<file path="src/rtl/core/aesd_pkg.sv">
// ----------------------------------------------------------------------------
// aesd_pkg: shared types, constants and byte functions for the AES decryptor
// Holds the key size, the round count, the key config index codes and the GF(2^8) helpers.
// ----------------------------------------------------------------------------
package aesd_pkg;
    localparam int KEY_WORDS = 4;
    localparam int NR        = KEY_WORDS + 6;
    localparam int NWORDS    = 4 * (NR + 1);
    localparam int RK_AW     = $clog2(NR + 1);
    localparam int W_AW      = $clog2(NWORDS + 1);
    localparam int KW_AW     = $clog2(KEY_WORDS + 1);

    localparam logic [1:0] CFG_KEY_0 = 2'd0;
    localparam logic [1:0] CFG_KEY_1 = 2'd1;
    localparam logic [1:0] CFG_KEY_2 = 2'd2;
    localparam logic [1:0] CFG_KEY_3 = 2'd3;

    typedef logic [7:0]   t_byte;
    typedef logic [31:0]  t_word;
    typedef logic [127:0] t_block;

    function automatic t_byte gf_dbl(input t_byte x);
        gf_dbl = {x[6:0], 1'b0} ^ (x[7] ? 8'h1b : 8'h00);
    endfunction

    function automatic t_byte gf_mul(input t_byte a, input t_byte b);
        t_byte p;
        t_byte aa;
        p  = 8'h00;
        aa = a;
        for (int k = 0; k < 8; k++) begin
            if (b[k]) p = p ^ aa;
            aa = gf_dbl(aa);
        end
        gf_mul = p;
    endfunction

    function automatic t_byte gf_inv(input t_byte x);
        t_byte r;
        t_byte base;
        logic [7:0] e;
        r    = 8'h01;
        base = x;
        e    = 8'd254;
        for (int k = 0; k < 8; k++) begin
            if (e[k]) r = gf_mul(r, base);
            base = gf_mul(base, base);
        end
        gf_inv = r;
    endfunction

    function automatic t_byte rotl8(input t_byte x, input int n);
        rotl8 = t_byte'((x << n) | (x >> (8 - n)));
    endfunction

    function automatic t_byte sbox_calc(input t_byte x);
        t_byte b;
        b = gf_inv(x);
        sbox_calc = b ^ rotl8(b, 1) ^ rotl8(b, 2) ^ rotl8(b, 3) ^ rotl8(b, 4) ^ 8'h63;
    endfunction

    function automatic t_byte isbox_calc(input t_byte y);
        isbox_calc = gf_inv(rotl8(y, 1) ^ rotl8(y, 3) ^ rotl8(y, 6) ^ 8'h05);
    endfunction

    typedef t_byte t_sbox [256];

    function automatic t_sbox build_sbox(input logic inv);
        t_sbox s;
        for (int i = 0; i < 256; i++) begin
            s[i] = inv ? isbox_calc(t_byte'(i)) : sbox_calc(t_byte'(i));
        end
        build_sbox = s;
    endfunction

    localparam t_sbox SBOX  = build_sbox(1'b0);
    localparam t_sbox ISBOX = build_sbox(1'b1);

    // Byte n sits at bits 127-8n.
    function automatic t_byte byte_at(input t_block s, input int n);
        byte_at = s[127 - 8 * n -: 8];
    endfunction

    function automatic t_block inv_shift_sub(input t_block s);
        t_block o;
        for (int c = 0; c < 4; c++) begin
            for (int r = 0; r < 4; r++) begin
                o[127 - 8 * (4 * c + r) -: 8] = ISBOX[byte_at(s, 4 * ((c + 4 - r) % 4) + r)];
            end
        end
        inv_shift_sub = o;
    endfunction

    function automatic t_block inv_mix(input t_block s);
        t_block o;
        t_byte a0, a1, a2, a3;
        for (int c = 0; c < 4; c++) begin
            a0 = byte_at(s, 4 * c);
            a1 = byte_at(s, 4 * c + 1);
            a2 = byte_at(s, 4 * c + 2);
            a3 = byte_at(s, 4 * c + 3);
            o[127 - 32 * c -: 8] = gf_mul(a0, 8'd14) ^ gf_mul(a1, 8'd11)
                                 ^ gf_mul(a2, 8'd13) ^ gf_mul(a3, 8'd9);
            o[119 - 32 * c -: 8] = gf_mul(a0, 8'd9) ^ gf_mul(a1, 8'd14)
                                 ^ gf_mul(a2, 8'd11) ^ gf_mul(a3, 8'd13);
            o[111 - 32 * c -: 8] = gf_mul(a0, 8'd13) ^ gf_mul(a1, 8'd9)
                                 ^ gf_mul(a2, 8'd14) ^ gf_mul(a3, 8'd11);
            o[103 - 32 * c -: 8] = gf_mul(a0, 8'd11) ^ gf_mul(a1, 8'd13)
                                 ^ gf_mul(a2, 8'd9) ^ gf_mul(a3, 8'd14);
        end
        inv_mix = o;
    endfunction
endpackage

</file>
<file path="src/rtl/core/aesd_key_expand.sv">
// ----------------------------------------------------------------------------
// aesd_key_expand: sequential key schedule into the round key memory
// Builds one 32-bit word a cycle, writes each full round key, serves reads.
// ----------------------------------------------------------------------------
module aesd_key_expand (
    input  logic                  i_clk,
    input  logic                  i_rst_n,
    input  logic                  i_start,
    input  logic [255:0]          i_key,
    input  logic [aesd_pkg::RK_AW-1:0] i_rd_addr,
    output aesd_pkg::t_block      o_rd_data,
    output logic                  o_busy
);
    import aesd_pkg::*;

    t_block mem [NR + 1];
    t_word  r_win [KEY_WORDS];          // last KEY_WORDS words
    t_word  n_win [KEY_WORDS];
    t_block r_acc, n_acc;
    logic [W_AW-1:0]  r_idx, n_idx;
    logic [KW_AW-1:0] r_mod, n_mod;
    t_byte  r_rc, n_rc;
    logic   r_busy, n_busy;
    t_block r_rd;

    t_word  w_t, w_new;
    logic   w_wr;

    always_comb begin
        w_t = r_win[KEY_WORDS - 1];
        if (r_mod == '0) begin
            w_t = {SBOX[w_t[23:16]] ^ r_rc, SBOX[w_t[15:8]], SBOX[w_t[7:0]], SBOX[w_t[31:24]]};
        end else if (KEY_WORDS > 6 && r_mod == KW_AW'(4)) begin
            w_t = {SBOX[w_t[31:24]], SBOX[w_t[23:16]], SBOX[w_t[15:8]], SBOX[w_t[7:0]]};
        end
        // first KEY_WORDS words come straight from the key
        if (r_idx < W_AW'(KEY_WORDS)) begin
            w_new = i_key[255 - 32 * r_idx -: 32];
        end else begin
            w_new = r_win[0] ^ w_t;
        end
        n_win = r_win;
        n_acc = r_acc;
        n_idx = r_idx;
        n_mod = r_mod;
        n_rc  = r_rc;
        n_busy = r_busy;
        w_wr  = 1'b0;
        if (i_start) begin
            n_busy = 1'b1;
            n_idx  = '0;
            n_mod  = '0;
            n_rc   = 8'h01;
        end else if (r_busy) begin
            for (int k = 0; k < KEY_WORDS - 1; k++) n_win[k] = r_win[k + 1];
            n_win[KEY_WORDS - 1] = w_new;
            n_acc = {r_acc[95:0], w_new};
            w_wr  = (r_idx[1:0] == 2'd3);
            if (r_idx >= W_AW'(KEY_WORDS) && r_mod == '0) n_rc = gf_dbl(r_rc);
            n_mod = (r_mod == KW_AW'(KEY_WORDS - 1)) ? '0 : r_mod + 1'b1;
            n_idx = r_idx + 1'b1;
            if (r_idx == W_AW'(NWORDS - 1)) n_busy = 1'b0;
        end
    end

    always_ff @(posedge i_clk) begin
        if (!i_rst_n) begin
            r_busy <= 1'b1;
            r_idx  <= '0;
            r_mod  <= '0;
            r_rc   <= 8'h01;
        end else begin
            r_busy <= n_busy;
            r_idx  <= n_idx;
            r_mod  <= n_mod;
            r_rc   <= n_rc;
        end
        r_win <= n_win;
        r_acc <= n_acc;
    end

    always_ff @(posedge i_clk) begin
        if (w_wr) mem[r_idx[W_AW-1:2]] <= n_acc;
        r_rd <= mem[i_rd_addr];
    end

    assign o_rd_data = r_rd;
    assign o_busy    = r_busy;
endmodule
</file>
<file path="config.mk">
export PLATFORM = sky130hd
export DESIGN_NAME = aesd_key_expand
export DESIGN_NICKNAME = d
export VERILOG_FILES = /design/src/rtl/core/aesd_pkg.sv /design/src/rtl/core/aesd_key_expand.sv
export SDC_FILE = /design/constraint.sdc
export NUM_CORES = 2
export LEC_CHECK = 0
export BUFFER_PORTS_ARGS = -buffer_cell sky130_fd_sc_hd__buf_4
export CORE_ASPECT_RATIO = 1.75
export CORE_MARGIN = 4
export CORE_UTILIZATION = 50
export CTS_CLUSTER_DIAMETER = 50
export DETAILED_ROUTE_END_ITERATION = 8
export PLACE_DENSITY_LB_ADDON = 0.1
export SYNTH_ARGS = -nofsm -noshare
export SYNTH_HDL_FRONTEND = slang
export SYNTH_SLANG_ARGS = --single-unit
</file>
<file path="constraint.sdc">
create_clock -name i_clk -period 15.84 [get_ports i_clk]
set_clock_uncertainty 0.05 [all_clocks]
set_input_delay 1.584 -clock i_clk [delete_from_list [all_inputs] [get_ports i_clk]]
set_output_delay 1.584 -clock i_clk [all_outputs]
set_load 0.02 [all_outputs]
</file>
# Word level (Yosys, flattened, before mapping)
# Memories as Yosys holds them, arrays and structs flattened. A register that Yosys moved wholly into a read port is not among the register bits.
# Index checks and enable logic that the tools add are counted.
[word_totals]
ff_bits = 274
mem_bits_rw = 1408
rom_bits = 8192
in_bits = 263
output_inout_bits = 129
word_cells = 61
memories = 5
[memory_table]
columns = ["name", "depth", "word_bits", "read_ports", "rd_ports_with_merged_regs", "write_ports", "line_no", "source"]
rows = [
  ["(no name shown)", 256, 8, 1, 0, 0, "aesd_key_expand.sv:32", "w_t = {SBOX[w_t[23:16]] ^ r_rc, SBOX[w_t[15:8]], SBOX[w_t[7:0]], SBOX[w_t[31:24]]};"],
  ["(no name shown)", 256, 8, 1, 0, 0, "aesd_key_expand.sv:32", ""],
  ["(no name shown)", 256, 8, 1, 0, 0, "aesd_key_expand.sv:32", ""],
  ["(no name shown)", 256, 8, 1, 0, 0, "aesd_key_expand.sv:32", ""],
  ["mem", 11, 128, 1, 1, 1, "aesd_key_expand.sv:16", "t_block mem [NR + 1];"],
]
[classes]
addsub = 3
order_cmp = 6
eq_ne = 3
n_shift = 1
n_mux = 20
bitwise = 9
n_reduce_logical = 5
[ops]
columns = ["operator", "n"]
rows = [
  ["287-bit by 33-bit variable part select with 32-bit output", 1],
  ["128-bit two-way mux", 2],
  ["32-bit two-way mux", 2],
  ["8-bit two-way mux", 8],
  ["9-bit greater-or-equal comparator (second input constant)", 4],
  ["8-bit NOT with 9-bit output", 4],
  ["32-bit XOR", 1],
  ["8-bit by 11-bit subtractor with 12-bit output (first input constant)", 1],
  ["8-bit by 5-bit XOR with 8-bit output", 1],
  ["8-bit XOR", 1],
  ["6-bit by 1-bit adder with 6-bit output (second input constant)", 1],
  ["6-bit equality test (second input constant)", 1],
  ["6-bit by 3-bit greater-or-equal comparator with 1-bit output (second input constant)", 1],
  ["6-bit by 3-bit less-than comparator with 1-bit output (second input constant)", 1],
  ["1-bit two-way mux", 6],
  ["5-bit two-way mux", 1],
  ["2-bit AND reduction", 2],
  ["3-bit by 1-bit adder with 3-bit output (second input constant)", 1],
  ["3-bit by 2-bit equality test with 1-bit output (second input constant)", 1],
  ["3-bit zero test", 1],
  ["3-bit two-way mux", 1],
  ["2-bit equality test (second input constant)", 1],
  ["1-bit NOT", 2],
  ["2-bit OR reduction", 1],
  ["1-bit logical AND", 1],
]

# Longest topological paths before layout
[depth]
ltp_word = 10
mapped_depth = 15
ltp_nobuf = 11

# Worst setup path after synthesis
# Ideal clock, no wire load.
[synth_path]
path_kind = "input port to flip-flop"
startpoint = "in i_start"
endpoint = "mem mem[4][0] in the netlist's numbering, enable pin"
setup_time_ps = 928
arrival_ps = 14006
required_ps = 14862
path_slack_ps = 856
stages = 2
n_path_buf = 0
cell_sequence = "or3_1 nor4_1"
[synth_via]
elab_chain_len = 3
[synth_rtl]
columns = ["element", "line_no", "source"]
rows = [
  ["from (decl)", "aesd_key_expand.sv:8", "input logic i_start,"],
  ["1-bit two-way mux", "aesd_key_expand.sv:49", "if (i_start) begin"],
  ["1-bit two-way mux", "aesd_key_expand.sv:83", "if (w_wr) mem[r_idx[W_AW-1:2]] <= n_acc;"],
  ["1-bit two-way mux (implied by the code)", "aesd_key_expand.sv:83", ""],
  ["to (decl)", "aesd_key_expand.sv:16", ""],
]
# Every way passes these cells.

# Worst setup path in the final report
[layout_path]
startpoint = "reg r_win[0] in the netlist's numbering"
endpoint = "mem mem[2][11] in the netlist's numbering, data pin"
[layout_via]
elab_chain_len = 9
[layout_rtl]
columns = ["element", "line_no", "source"]
rows = [
  ["from (decl)", "aesd_key_expand.sv:17", "t_word r_win [KEY_WORDS];"],
  ["from (signal assigned)", "aesd_key_expand.sv:78", "r_win <= n_win;"],
  ["8-bit NOT with 9-bit output (implied by the code)", "aesd_key_expand.sv:32", ""],
  ["memory read 256 x 8 bit", "n/a", ""],
  ["8-bit two-way mux (implied by the code) (2 in a row)", "aesd_key_expand.sv:32", ""],
  ["32-bit two-way mux", "aesd_key_expand.sv:31", "if (r_mod == '0) begin"],
  ["32-bit XOR", "aesd_key_expand.sv:40", "w_new = r_win[0] ^ w_t;"],
  ["32-bit two-way mux", "aesd_key_expand.sv:37", "if (r_idx < W_AW'(KEY_WORDS)) begin"],
  ["via w_new[11]", "aesd_key_expand.sv:26", "t_word w_t, w_new;"],
  ["128-bit two-way mux", "aesd_key_expand.sv:54", "end else if (r_busy) begin"],
  ["128-bit two-way mux", "aesd_key_expand.sv:49", ""],
  ["via n_acc[11]", "aesd_key_expand.sv:19", "t_block r_acc, n_acc;"],
]
# The timed path passes the listed nets, and every way through them passes these cells. The select of a mux whose other input is x is not followed.

==> impl_metrics.json <==
{
  "status": "finished with violations",
  "violations": "max-capacitance violations",
  "cts_hold_buf": 0,
  "rsz0062_at_grt": "no",
  "slew_headroom": 0.02086,
  "final_area_sq_um": 88890,
  "finalCriticalPeriod_ns": 5.774,
  "final.period_utilization": 0.3645,
  "setup_ws_ns": 10.07,
  "clkSlewWorstSetupHoldPaths_ns": 0.07,
  "ios": 392,
  "crit_path_start": "r_win[0]",
  "drive_above_1_share": 0.2461,
  "grt_pass1_vias": 49470,
  "p_total_mw": 10.84,
  "gr-total-overflow": 0,
  "h-tree-depth": 4,
  "route.detailed.drc": 0,
  "ir_drop_v": 0.00008475,
  "drt-total-wl_microns": 240800,
  "vias": 48780,
  "comb_power_share": 0.132,
  "die_y_microns": 535.8,
  "r2r-start": "r_win[0]",
  "tightest_slew_ns": 1.450,
  "num-fill-cells": 12550,
  "syn_area_sq_um": 79590,
  "synth_nets": 5518,
  "hold_path.class": "register to register",
  "cts_tree": "yes",
  "cp-end-kind": "register",
  "swShare": 0.2502,
  "max_freq_mhz": 173.2,
  "cts_resized": 0,
  "final_nets": 5665,
  "async_flop_share": 0,
  "maxSlewViolCount": 0,
  "synth-seq-cells": 1810,
  "vias_per_cell": 6.495,
  "initial_core_util": 0.5032,
  "synth_area_leader_cell": "edfxtp_1",
  "die_w_microns": 309.6,
  "pre_cts_ws_ns": 10.34,
  "core_sq_um": 158200,
  "p_sw_mw": 2.713,
  "critPathKind": "register to register",
  "synth_top_area_frac": 0.5795,
  "fin_hold_ws_ns": 0.3582,
  "hp-start": "r_win[90]",
  "num_rows": 193,
  "port_buffers": 263,
  "clockRootBuffer": "clkbuf_16",
  "placed_area_sq_um": 83540,
  "area_growth_pct": 11.68,
  "power_frac_clock": 0.365,
  "dp.cells": 7214,
  "fin_cells": 7511,
  "ff2ff_setup_slack_ns": 10.07,
  "maxCapViolCount": 1,
  "powerDensity_nw_per_um2": 122.0,
  "clk_path_buf_depth": 4,
  "synth-edff-count": 1536,
  "worstPathRequired_ns": 16.28,
  "post-route-util": 0.5620,
  "dieArea_sq_um": 165900,
  "finalSetupViolations": 0,
  "worstSkewPairLatency_ns": 0.78,
  "yosys.cell_count.top_type": "edfxtp_1",
  "cts_buffers": 167,
  "start_kind": "register",
  "grt_first_pass_wirelength_microns": 349200,
  "timing.setup.tns_ns": 0,
  "synth_ff_type": "edfxtp_1",
  "grt_max_degree": 132,
  "synthTopCellsByCount": "edfxtp_1 (1536), nand2_1 (495), mux4_2 (481)",
  "ant_nets": 0,
  "seqPwrFrac": 0.504,
  "arrival_ns": 6.21,
  "grt_usage": 0.2896,
  "wl_per_cell_microns": 32.05,
  "p_int_mw": 8.129,
  "synth.area.top_cells": "edfxtp_1 (58%), mux4_2 (14%), dfxtp_1 (6.9%)",
  "dp_hpwl_microns": 147500,
  "cts_sinks": 1810,
  "synth_cell_type_count": 93,
  "postCtsSetupBuffers": 0,
  "finalHoldViolCount": 0,
  "seq_area_frac_synth": 0.6484,
  "place_congestion": 0.9934,
  "drtIter0Drc": 5150,
  "antenna_found_initial": 5,
  "netlist_instances": 5189,
  "critPathMaxFanout": 28,
  "ys_warn_count": 0,
  "power_leakage_nw": 29.87,
  "drtPass1Iterations": 8,
  "avgSynthCellArea_sq_um": 15.34
}
-- final timing paths --
| path | depth (start not counted) | endpoint |
|---|---|---|
| max | 12 | mem[2][11] |
| min | 0 | r_win[122] |
| min reg2reg | 0 | r_win[122] |
| max reg2reg | 12 | mem[2][11] |
-- final cells by class --
type | count | area [sq um] | area share
sequential | 1810 | 51610 | 0.5806
multi-input combinational | 2895 | 26070 | 0.2933
clock buffer | 223 | 4632 | 0.05211
timing repair buffer | 400 | 3054 | 0.03436
tap | 2047 | 2561 | 0.02881
clock inverter | 72 | 716.9 | 0.008065
inverter | 62 | 240.2 | 0.002703
antenna | 2 | 5.005 | 0.00005630
-- kinds of logic (layout without fill, tap and decap cells) --
| kind of cell | after synthesis | in the layout | share of synthesized area |
|---|---|---|---|
| compound gates | 911 | 911 | 0.07755 |
| xor+xnor | 38 | 38 | 0.004181 |
| fa+ha+maj | 66 | 66 | 0.01038 |
| buf+inv | 484 | 757 | 0.02536 |
| flops | 1810 | 1810 | 0.6484 |
| mux | 674 | 674 | 0.1628 |
| other cells | 0 | 2 | 0 |
| simple gates | 1206 | 1206 | 0.07135 |
-- placed cells by master (no fill, tap or decap), drive strengths merged, types with 64 or more instances in the layout --
cell    synthesis  routed
a21oi         179     179
a31oi          64      64
buf           196     400
clkbuf        226     223
dfxtp         274     274
edfxtp       1536    1536
ha             66      66
mux2          153     153
mux4          481     481
nand2         496     496
nand2b         96      96
nand3          73      73
nor2          205     205
nor2b          68      68
nor3           85      85
o21ai         223     223
-- power by group through the flow --
stage,sequential [mW],combinational (mW),clock [mW]
floorplan,5.57,0.851,0
global placement,5.56,1.40,0
detailed placement,5.57,1.41,0
CTS,5.46,1.41,4.04
global route,5.47,1.52,4.23
finish,5.46,1.43,3.95
-- flip-flops by register name, indices dropped and copies added, names as in the netlist --
name / cells
o_busy: 1
mem: 1408
r_idx: 6
r_acc: 128
r_rc: 8
o_rd_data: 128
r_mod: 3
r_win: 128
-- per-layer routing --
| metal | GRT usage | part of all wire | up-vias |
|---|---|---|---|
| met4 | 0.1424 | 0.058 | 0 |
| met2 | 0.5050 | 0.51 | 2093 |
| li1 | - | - | 20800 |
| met1 | 0.3599 | 0.37 | 25290 |
| met5 | 0 | 0 | - |
| met3 | 0.03257 | 0.054 | 607 |
-- worst max-delay path: stages (launching register included) --
cell      delay [ns]
edfxtp_1        0.32
buf_4           0.38
clkinv_1        0.55
ha_1            0.89
nor2b_1         0.59
o21ai_0         0.54
o211ai_1        0.27
o211ai_1        0.15
a31oi_1         0.68
o211ai_1        0.26
xnor2_1         0.18
o21ai_0         0.14
mux2_2          0.46
Note: power is estimated with default switching activity, not from simulation.
